### src/tphb_pkg.sv
`timescale 1ns / 1ps

package tphb_pkg;

   // register file of the configuration port
   localparam int CSR_INDEX_BITS = 2;

   typedef enum logic [CSR_INDEX_BITS-1:0] {
      CSR_DT_OVER_CAP,
      CSR_DT_OVER_IND,
      CSR_SERIES_RES,
      CSR_CAP_COND
   } csr_index_type;

   // default capacitor companion conductance, integer part
   localparam int unsigned CAP_G_DEFAULT = 10000;

   // multiplier pipeline depth, start to product
   localparam int MUL_LATENCY = 5;

   // controller states
   typedef enum logic [1:0] {
      ST_IDLE,
      ST_EXEC,
      ST_MUL_WAIT,
      ST_COMMIT
   } state_type;

   // step operations
   typedef enum logic [1:0] {
      OP_ADD,
      OP_SUB,
      OP_MUL
   } op_type;

   // operand sources
   typedef enum logic [5:0] {
      SRC_ZERO,
      SRC_EPOS, SRC_ENEU, SRC_ENEG,
      SRC_EPH1, SRC_EPH2, SRC_EPH3,
      SRC_VC1, SRC_VC2,
      SRC_IL1, SRC_IL2, SRC_IL3,
      SRC_X1, SRC_X2, SRC_X3,
      SRC_U1, SRC_U2, SRC_U3,
      SRC_D1, SRC_D2, SRC_D3,
      SRC_G, SRC_DCAP, SRC_DIND, SRC_RSER,
      SRC_ACC, SRC_TMP, SRC_IPOS, SRC_INEG,
      SRC_V1, SRC_V2, SRC_BP, SRC_BN
   } src_type;

   // result destinations
   typedef enum logic [3:0] {
      DST_ACC, DST_TMP, DST_IPOS, DST_INEG,
      DST_N1, DST_N2, DST_N3,
      DST_V1, DST_V2,
      DST_BP, DST_BN, DST_BU
   } dst_type;

   typedef struct packed {
      op_type  op;
      src_type src_a;
      src_type src_b;
      dst_type dst;
      logic    last;
   } uop_type;

   localparam int UOP_COUNT = 38;
   localparam int PC_BITS   = 6;

   typedef logic [PC_BITS-1:0] pc_type;

   // controller to datapath
   typedef struct packed {
      logic    load_item;
      logic    alu_wr;
      logic    mul_start;
      logic    mul_wr;
      logic    commit;
      uop_type uop;
   } cmd_type;

   // datapath to controller
   typedef struct packed {
      logic mul_done;
   } status_type;

   // step program: capacitor branch currents, three legs, capacitors, injections
   function automatic uop_type uop_rom(input pc_type pc);
      uop_type u;
      unique case (pc)
         // upper capacitor branch current
         6'd0:  u = '{OP_SUB, SRC_EPOS, SRC_VC1,  DST_ACC,  1'b0};
         6'd1:  u = '{OP_SUB, SRC_ACC,  SRC_ENEU, DST_ACC,  1'b0};
         6'd2:  u = '{OP_MUL, SRC_G,    SRC_ACC,  DST_IPOS, 1'b0};
         // lower capacitor branch current
         6'd3:  u = '{OP_SUB, SRC_ENEG, SRC_VC2,  DST_ACC,  1'b0};
         6'd4:  u = '{OP_SUB, SRC_ACC,  SRC_ENEU, DST_ACC,  1'b0};
         6'd5:  u = '{OP_MUL, SRC_G,    SRC_ACC,  DST_INEG, 1'b0};
         // leg one
         6'd6:  u = '{OP_ADD, SRC_X1,   SRC_ENEU, DST_ACC,  1'b0};
         6'd7:  u = '{OP_SUB, SRC_ACC,  SRC_EPH1, DST_ACC,  1'b0};
         6'd8:  u = '{OP_MUL, SRC_RSER, SRC_IL1,  DST_TMP,  1'b0};
         6'd9:  u = '{OP_SUB, SRC_ACC,  SRC_TMP,  DST_ACC,  1'b0};
         6'd10: u = '{OP_MUL, SRC_DIND, SRC_ACC,  DST_TMP,  1'b0};
         6'd11: u = '{OP_ADD, SRC_IL1,  SRC_TMP,  DST_N1,   1'b0};
         // leg two
         6'd12: u = '{OP_ADD, SRC_X2,   SRC_ENEU, DST_ACC,  1'b0};
         6'd13: u = '{OP_SUB, SRC_ACC,  SRC_EPH2, DST_ACC,  1'b0};
         6'd14: u = '{OP_MUL, SRC_RSER, SRC_IL2,  DST_TMP,  1'b0};
         6'd15: u = '{OP_SUB, SRC_ACC,  SRC_TMP,  DST_ACC,  1'b0};
         6'd16: u = '{OP_MUL, SRC_DIND, SRC_ACC,  DST_TMP,  1'b0};
         6'd17: u = '{OP_ADD, SRC_IL2,  SRC_TMP,  DST_N2,   1'b0};
         // leg three
         6'd18: u = '{OP_ADD, SRC_X3,   SRC_ENEU, DST_ACC,  1'b0};
         6'd19: u = '{OP_SUB, SRC_ACC,  SRC_EPH3, DST_ACC,  1'b0};
         6'd20: u = '{OP_MUL, SRC_RSER, SRC_IL3,  DST_TMP,  1'b0};
         6'd21: u = '{OP_SUB, SRC_ACC,  SRC_TMP,  DST_ACC,  1'b0};
         6'd22: u = '{OP_MUL, SRC_DIND, SRC_ACC,  DST_TMP,  1'b0};
         6'd23: u = '{OP_ADD, SRC_IL3,  SRC_TMP,  DST_N3,   1'b0};
         // upper capacitor
         6'd24: u = '{OP_SUB, SRC_IPOS, SRC_U1,   DST_ACC,  1'b0};
         6'd25: u = '{OP_SUB, SRC_ACC,  SRC_U2,   DST_ACC,  1'b0};
         6'd26: u = '{OP_SUB, SRC_ACC,  SRC_U3,   DST_ACC,  1'b0};
         6'd27: u = '{OP_MUL, SRC_DCAP, SRC_ACC,  DST_TMP,  1'b0};
         6'd28: u = '{OP_ADD, SRC_TMP,  SRC_VC1,  DST_V1,   1'b0};
         // lower capacitor
         6'd29: u = '{OP_SUB, SRC_INEG, SRC_D1,   DST_ACC,  1'b0};
         6'd30: u = '{OP_SUB, SRC_ACC,  SRC_D2,   DST_ACC,  1'b0};
         6'd31: u = '{OP_SUB, SRC_ACC,  SRC_D3,   DST_ACC,  1'b0};
         6'd32: u = '{OP_MUL, SRC_DCAP, SRC_ACC,  DST_TMP,  1'b0};
         6'd33: u = '{OP_ADD, SRC_TMP,  SRC_VC2,  DST_V2,   1'b0};
         // companion source currents
         6'd34: u = '{OP_MUL, SRC_V1,   SRC_G,    DST_BP,   1'b0};
         6'd35: u = '{OP_MUL, SRC_V2,   SRC_G,    DST_BN,   1'b0};
         6'd36: u = '{OP_SUB, SRC_ZERO, SRC_BP,   DST_ACC,  1'b0};
         6'd37: u = '{OP_SUB, SRC_ACC,  SRC_BN,   DST_BU,   1'b1};
         default: u = '{OP_ADD, SRC_ZERO, SRC_ZERO, DST_ACC, 1'b1};
      endcase
      return u;
   endfunction

endpackage

### src/tphb_ctrl.sv
`timescale 1ns / 1ps

// step sequencer: walks the step program, one add/sub per cycle,
// waits on the shared multiplier, then commits into the result register
module tphb_ctrl (
   input  logic                 clock,
   input  logic                 reset,
   input  logic                 req_valid,
   output logic                 req_ready,
   output logic                 rsp_valid,
   input  logic                 rsp_ready,
   output tphb_pkg::cmd_type    cmd,
   input  tphb_pkg::status_type status
);
   tphb_pkg::state_type state_ff, state_in;
   tphb_pkg::pc_type    pc_ff, pc_in;
   tphb_pkg::uop_type   uop;
   logic                out_valid_ff, out_valid_in;
   logic                out_free;

   assign uop      = tphb_pkg::uop_rom(pc_ff);
   assign out_free = !out_valid_ff || rsp_ready;

   // next state
   always_comb begin
      state_in = state_ff;
      pc_in    = pc_ff;
      unique case (state_ff)
         tphb_pkg::ST_IDLE: begin
            if (req_valid) begin
               state_in = tphb_pkg::ST_EXEC;
               pc_in    = '0;
            end
         end
         tphb_pkg::ST_EXEC: begin
            priority if (uop.op == tphb_pkg::OP_MUL) begin
               state_in = tphb_pkg::ST_MUL_WAIT;
            end else if (uop.last) begin
               state_in = tphb_pkg::ST_COMMIT;
            end else begin
               pc_in = pc_ff + tphb_pkg::pc_type'(1);
            end
         end
         tphb_pkg::ST_MUL_WAIT: begin
            if (status.mul_done) begin
               priority if (uop.last) begin
                  state_in = tphb_pkg::ST_COMMIT;
               end else begin
                  state_in = tphb_pkg::ST_EXEC;
                  pc_in    = pc_ff + tphb_pkg::pc_type'(1);
               end
            end
         end
         tphb_pkg::ST_COMMIT: begin
            if (out_free) begin
               state_in = tphb_pkg::ST_IDLE;
            end
         end
         default: state_in = tphb_pkg::ST_IDLE;
      endcase
   end

   // outputs
   always_comb begin
      req_ready     = (state_ff == tphb_pkg::ST_IDLE);
      cmd.load_item = (state_ff == tphb_pkg::ST_IDLE) && req_valid;
      cmd.alu_wr    = (state_ff == tphb_pkg::ST_EXEC) && (uop.op != tphb_pkg::OP_MUL);
      cmd.mul_start = (state_ff == tphb_pkg::ST_EXEC) && (uop.op == tphb_pkg::OP_MUL);
      cmd.mul_wr    = (state_ff == tphb_pkg::ST_MUL_WAIT) && status.mul_done;
      cmd.commit    = (state_ff == tphb_pkg::ST_COMMIT) && out_free;
      cmd.uop       = uop;
   end

   // result word held until taken
   always_comb begin
      out_valid_in = cmd.commit || (out_valid_ff && !rsp_ready);
   end

   always_ff @(posedge clock) begin
      if (reset) begin
         state_ff     <= tphb_pkg::ST_IDLE;
         pc_ff        <= '0;
         out_valid_ff <= 1'b0;
      end else begin
         state_ff     <= state_in;
         pc_ff        <= pc_in;
         out_valid_ff <= out_valid_in;
      end
   end

   assign rsp_valid = out_valid_ff;

`ifndef ASSERT_OFF
   a_mul_done_in_wait: assert property (@(posedge clock) disable iff (reset)
      status.mul_done |-> (state_ff == tphb_pkg::ST_MUL_WAIT))
      else $error("multiplier result outside the wait state");

   a_mul_latency: assert property (@(posedge clock) disable iff (reset)
      cmd.mul_start |-> ##(tphb_pkg::MUL_LATENCY) status.mul_done)
      else $error("multiplier result late or missing");

   a_accept_starts: assert property (@(posedge clock) disable iff (reset)
      (state_ff == tphb_pkg::ST_IDLE && req_valid) |=>
         (state_ff == tphb_pkg::ST_EXEC && pc_ff == '0))
      else $error("accepted word did not start the step program");

   a_pc_range: assert property (@(posedge clock) disable iff (reset)
      pc_ff < tphb_pkg::pc_type'(tphb_pkg::UOP_COUNT))
      else $error("step counter past the program");
`endif

endmodule

### config.mk
export PLATFORM = sky130hd
export DESIGN_NAME = tphb_ctrl
export DESIGN_NICKNAME = d
export VERILOG_FILES = /design/src/tphb_pkg.sv /design/src/tphb_ctrl.sv
export SDC_FILE = /design/constraint.sdc
export NUM_CORES = 1
export LEC_CHECK = 0
export ABC_CLOCK_PERIOD_IN_PS = 3000
export BUFFER_PORTS_ARGS = -buffer_cell sky130_fd_sc_hd__buf_2
export CORE_MARGIN = 10
export CORE_UTILIZATION = 52
export CTS_CLUSTER_DIAMETER = 40
export DETAILED_ROUTE_END_ITERATION = 10
export PLACE_DENSITY = 0.81
export SLEW_MARGIN = 20
export SYNTH_ARGS = -nofsm -noshare
export SYNTH_HDL_FRONTEND = slang
export SYNTH_SLANG_ARGS = --single-unit
### constraint.sdc
create_clock -name clock -period 3 [get_ports clock]
set_input_delay 0.75 -clock clock [delete_from_list [all_inputs] [get_ports clock]]
set_output_delay 0.75 -clock clock [all_outputs]
set_load 0.05 [all_outputs]
==> results.cfg, run 1 <==
[worst_setup_path]
path_class = reg2reg
cp.required_ps = 3160
cp_max_fo = 10
critPathLaunchType = flop
worstPathArrival_ps = 3100
worstSetupEndpointType = flop

[synthesis]
synth_top_family_by_area = compound AO/OA/AOI/OAI gates
synth_area_leaders = dfxtp_1, ha_1, nor2_1
synthArstFlopShare_pct = 0
synth_top_cell_by_area = dfxtp_1
synth_common_cells = dfxtp_1, nor2_1, nand2_1
ys_seq_area_share_pct = 24.8
synth_compound_area_share_pct = 30.9
syn_area_sq_mm = 0.00218
synth_ff_type = dfxtp_1
synth-simple-area-share_pct = 24.8
synth_cell_type_count = 71
synth-seq-cells = 27
syn_area_per_cell_sq_um = 8.14
yosys.area_share.xor_xnor_pct = 2.01
synth_edf_count = 0
netlist_instances = 268
yosys.area_share.adder_pct = 6.88
netlist.area_leader.share_pct = 24.8
ys_warn_count = 0
syn-num-nets = 285
muxShareOfSynthArea_pct = 0.918

[grt]
grt_max_degree = 19
grt_pass1_vias = 2238
grt_overflow = 0
antenna_found_initial = 1
grt_pass1_wl_um = 11100
grt_usage_pct = 18.1

[place]
post-dp-hpwl_um = 5070
dp_slack_ps = -129
gp_congestion = 1.03
place.port_buffers = 29
placedCellCount = 368
dpl-instance-area_sq_mm = 0.00259

[clocking]
cts_tree = built
htree_levels = 1
clk_pin_slew_ps = 100
clockRootBuffer = clkbuf_8
holdBufCountCts = 0
clkSinkCount = 27
clock_latency_ps = 280
clockBufferDepth = 2
numCtsBuffers = 3

[hold_path]
hold_class = reg2reg

[layout]
final_cell_count_no_fill = 374
multi_input_area_sq_mm = 0.00149
fillers = 335
drive_gt1_share_pct = 36.4
stdcell_area_sq_mm = 0.00269
regArea_sq_um = 547
syn_to_final_growth_pct = 23.2
diodes = 0
fin_nets = 342

[detailed_routing]
viasPerCell = 6.40
post_drt_wl_per_cell_um = 18.0
drt-total-wl_um = 6750
antenna_left = 0
first_pass_iters = 6
drt_iter0_markers = 356
drc = 0
vias = 2394

[timing]
period_minus_slack_ps = 2940
timing.fmax_ghz = 0.340
final_hold_viol_count = 0
slew_headroom_pct = 61.3
finalMaxSlewViolations = 0
skew_ps = 2.29
period_share_pct = 98.0
setup_viol = 0
setup_slack_ps = 59.2
worst_pin_slew_ps = 578

[outcome]
outcome = finished, final reports clean

[floorplanning]
initial_core_util_pct = 54.1
dieArea_sq_mm = 0.00718
ios = 31
num_rows = 23
die_w_um = 84.8
dieHeight_um = 84.8
core_area_sq_mm = 0.00403

[power_and_ir_drop]
leakage_nw = 1.12
p_per_area_mw_per_mm2 = 646
vdd_ir_drop_max_mv = 0.327

[flow_run]
max-cap-violations = 0
-- cell type report --
class                   count  share of cell area (%)
multi-input cells         206                    55.4
flip-flops and latches     27                    20.4
repair buffers             71                    17.3
inverters                  16                    2.84
well taps                  50                    2.33
clock buffers               3                    1.54
clock inverters             1                   0.279
-- logic make-up (layout without fill, tap and decap cells) --
group | count (synthesis) | in the layout
AOI/OAI and AO/OA | 90 | 90
xor gates and xnor gates | 5 | 5
adders and majority gates | 12 | 12
buffers and inverters | 35 | 91
DFF | 27 | 27
muxes | 2 | 2
other | 1 | 1
and+or+nand+nor | 96 | 96
-- metal layers --
metal / vias to the layer above / wire (um) / GRT usage [%]
li1: 1101 / - / -
met1: 1081 / 2810 / 23.5
met2: 183 / 2910 / 27.0
met3: 27 / 837 / 5.12
met4: 2 / 174 / 8.23
met5: - / 13 / 0
-- path summary, 6_finish.rpt --
kind | end | start | cells past startpoint | slack, ps
worst min register to register | state_ff[1] | state_ff[0] | 2 | 590
worst min-delay path | state_ff[1] | state_ff[0] | 2 | 590
worst max register to register | uop[17] | state_ff[0] | 12 | 60
worst max-delay path | uop[17] | state_ff[0] | 12 | 60
-- placed cells by master (no fill, tap or decap), types with 9 or more instances in the layout --
master / n
nor2_1: 26
dfxtp_1: 24
nor3_1: 9
buf_4: 41
o21ai_0: 16
nand2_1: 21
buf_2: 29
a21oi_1: 16
nand3_1: 10
-- sequential cells by signal, summed over array words and instances (netlist names) --
register / cells
uop: 18
pc_ff: 6
state_ff: 2
rsp_valid: 1
-- critical path: stages, from the launching register on --
cell and delay, ps:
dfxtp_4 400, inv_2 70, ha_4 160, nor2b_4 130, buf_4 130, nor4_4 270
nand2_2 120, a32o_2 340, buf_6 170, ha_2 450, a21oi_1 90, or3_1 320
o2111ai_1 180
-- power by group --
group / internal, mW / switching, mW
sequential: 0.413 / 0.0317
clock: 0.0944 / 0.119
combinational: 0.389 / 0.688
total: 0.897 / 0.838
-- what timing repair did --
item / 4_1_cts / 5_1_grt
resized for setup: 1 / 8
setup buffers: 0 / 2
setup endpoints to repair: 1 / 12
-- per-stage QoR --
step	hold WS [ps]	total power [mW]	setup TNS [ps]	utilization, %
after detailed placement	587	1.47	-626	64.2
after global placement	569	1.46	-508	64.2
after floorplan	537	1.23	0	-
after global routing	619	1.82	-12.2	66.7
after CTS	611	1.69	0	65.5
final	594	1.73	0	66.7
Note: power is estimated with default switching activity, not from simulation.
==> run 2: changes to the inputs <==
--- a/config.mk
+++ b/config.mk
@@ -6,11 +6,11 @@
 export NUM_CORES = 1
 export LEC_CHECK = 0
 export ABC_CLOCK_PERIOD_IN_PS = 3000
-export BUFFER_PORTS_ARGS = -buffer_cell sky130_fd_sc_hd__buf_2
 export CORE_MARGIN = 10
-export CORE_UTILIZATION = 52
+export CORE_UTILIZATION = 58
 export CTS_CLUSTER_DIAMETER = 40
 export DETAILED_ROUTE_END_ITERATION = 10
+export DONT_BUFFER_PORTS = 1
 export PLACE_DENSITY = 0.81
 export SLEW_MARGIN = 20
 export SYNTH_ARGS = -nofsm -noshare
==> run 2 against run 1 <==
Combinational power decreased by 20%. Routed wire length decreased by 3.1%. Sequential share of layout area increased by 1.8 points. First-iteration DRC count increased by 27%. Clock power increased by 5%. Largest cell class unchanged.
==> results.cfg, run 2 (same netlist as run 1, synthesis figures left out) <==
[clocking]
cts_tree = built
clockBufferDepth = 2
clock_latency_ps = 280
clkSinkCount = 27
clockRootBuffer = clkbuf_8
numCtsBuffers = 3
htree_levels = 1
clk_pin_slew_ps = 100

[floorplanning]
num_rows = 22
dieHeight_um = 81.3
core_area_sq_mm = 0.00366
die_w_um = 81.3
initial_core_util_pct = 59.6
ios = 31
dieArea_sq_mm = 0.00661

[worst_setup_path]
worstPathArrival_ps = 3130
path_class = reg2reg
critPathLaunchType = flop
cp.required_ps = 3200
worstSetupEndpointType = flop
crit_path_start = state_ff[1]
r2r-start = state_ff[1]
cp_max_fo = 9

[place]
gp_congestion = 1.00
place.port_buffers = 0
dp_slack_ps = 37.3
post-dp-hpwl_um = 4750
placedCellCount = 326

[layout]
regArea_sq_um = 544
mostFrequentLayoutCells = buf_4, nor2_1, dfxtp_1, nand2_1
diodes = 0
layout.cells.most_common = buf_4
fin_nets = 303
syn_to_final_growth_pct = 12.5
multi_input_area_sq_mm = 0.00148
drive_gt1_share_pct = 26.7
largest_reg_flops = 18
final_cell_count_no_fill = 333
utilization_pct = 67.0
fillers = 296

[timing]
finalMaxSlewViolations = 0
skew_ps = 2.57
period_share_pct = 97.4
holdWs_ps = 524
setup_tns_ps = 0
setup_slack_ps = 78.3
setup_viol = 0
worst_pin_slew_ps = 693
slew_headroom_pct = 53.5
final_hold_viol_count = 0
period_minus_slack_ps = 2920
timing.fmax_ghz = 0.342

[detailed_routing]
drc = 0
drt-total-wl_um = 6530
antenna_left = 0
drt_iter0_markers = 453
vias = 2304
post_drt_wl_per_cell_um = 19.6
viasPerCell = 6.92
first_pass_iters = 7

[power_and_ir_drop]
leakage_nw = 0.947
power.share.switching_pct = 49.3
p_per_area_mw_per_mm2 = 669
vdd_ir_drop_max_mv = 0.398
p_comb_share_pct = 52.5
p_int_mw = 0.832
p_sw_mw = 0.808
power_frac_seq_pct = 33.9
clkPwrFrac_pct = 13.6

[grt]
grt_usage_pct = 19.8
grt_pass1_vias = 2144
antenna_found_initial = 0
grt_overflow = 0
grt_pass1_wl_um = 10700
grt_max_degree = 23

[outcome]
outcome = finished, final reports clean

[flow_run]
max-cap-violations = 0

[hold_path]
hold_class = in2reg
hold_start = reset
run 2: cell types whose count changed in the layout (fill, tap and decap cells not counted), sizes merged:
cell	delta
buf	-39
inv	+1
clkinv	-1
run 2: cell type report:
| class | count | area share, % |
|---|---|---|
| clock buffers | 3 | 1.68 |
| well taps | 48 | 2.45 |
| flip-flops and latches | 27 | 22.2 |
| multi-input cells | 206 | 60.4 |
| clock inverters | 1 | 0.306 |
| repair buffers | 32 | 9.94 |
| inverters | 16 | 3.06 |
run 2: power groups by stage:
stage | clock network [mW] | logic [mW] | registers [mW]
after floorplan | 0 | 0.668 | 0.562
after global placement | 0 | 0.810 | 0.564
after detailed placement | 0 | 0.820 | 0.566
after CTS | 0.228 | 0.823 | 0.558
after global routing | 0.243 | 0.930 | 0.565
final | 0.223 | 0.861 | 0.557
run 2: worst paths after layout:
check | slack, ps | cells after the start | to
setup / recovery | 80 | 12 | uop[2]
hold / removal | 520 | 1 | state_ff[1]
setup reg to reg | 80 | 12 | uop[2]
hold reg to reg | 620 | 1 | pc_ff[0]
run 2: through the flow:
stage          cell area (sq um)  power (mW)
2_1_floorplan               2220        1.23
3_3_place_gp                2360        1.37
3_5_place_dp                2360        1.39
4_1_cts                     2410        1.61
5_1_grt                     2450        1.74
6_report                    2450        1.64
run 2: critical path, cell delays in order (launching register included):
cell,delay (ps)
dfxtp_2,380
inv_2,80
ha_2,180
and3b_4,210
nor4_4,340
nand2_2,150
a2bb2oi_4,270
buf_4,230
ha_2,310
nand3b_1,180
a21oi_1,270
a21oi_1,60
o21ai_0,170
run 2: timing repair:
item,in CTS,in global routing
setup endpoints to repair,0,9
setup buffers,0,3
gates resized for setup,0,5
hold buffers,0,0
run 2: routing by layer:
layer  share of wire [%]  up-vias  global-route usage (%)
li1                    -     1022                       -
met5                   0        -                       0
met2                  44      171                    32.0
met4                 3.6        0                    5.36
met1                  39     1069                    24.9
met3                  13       42                    6.18
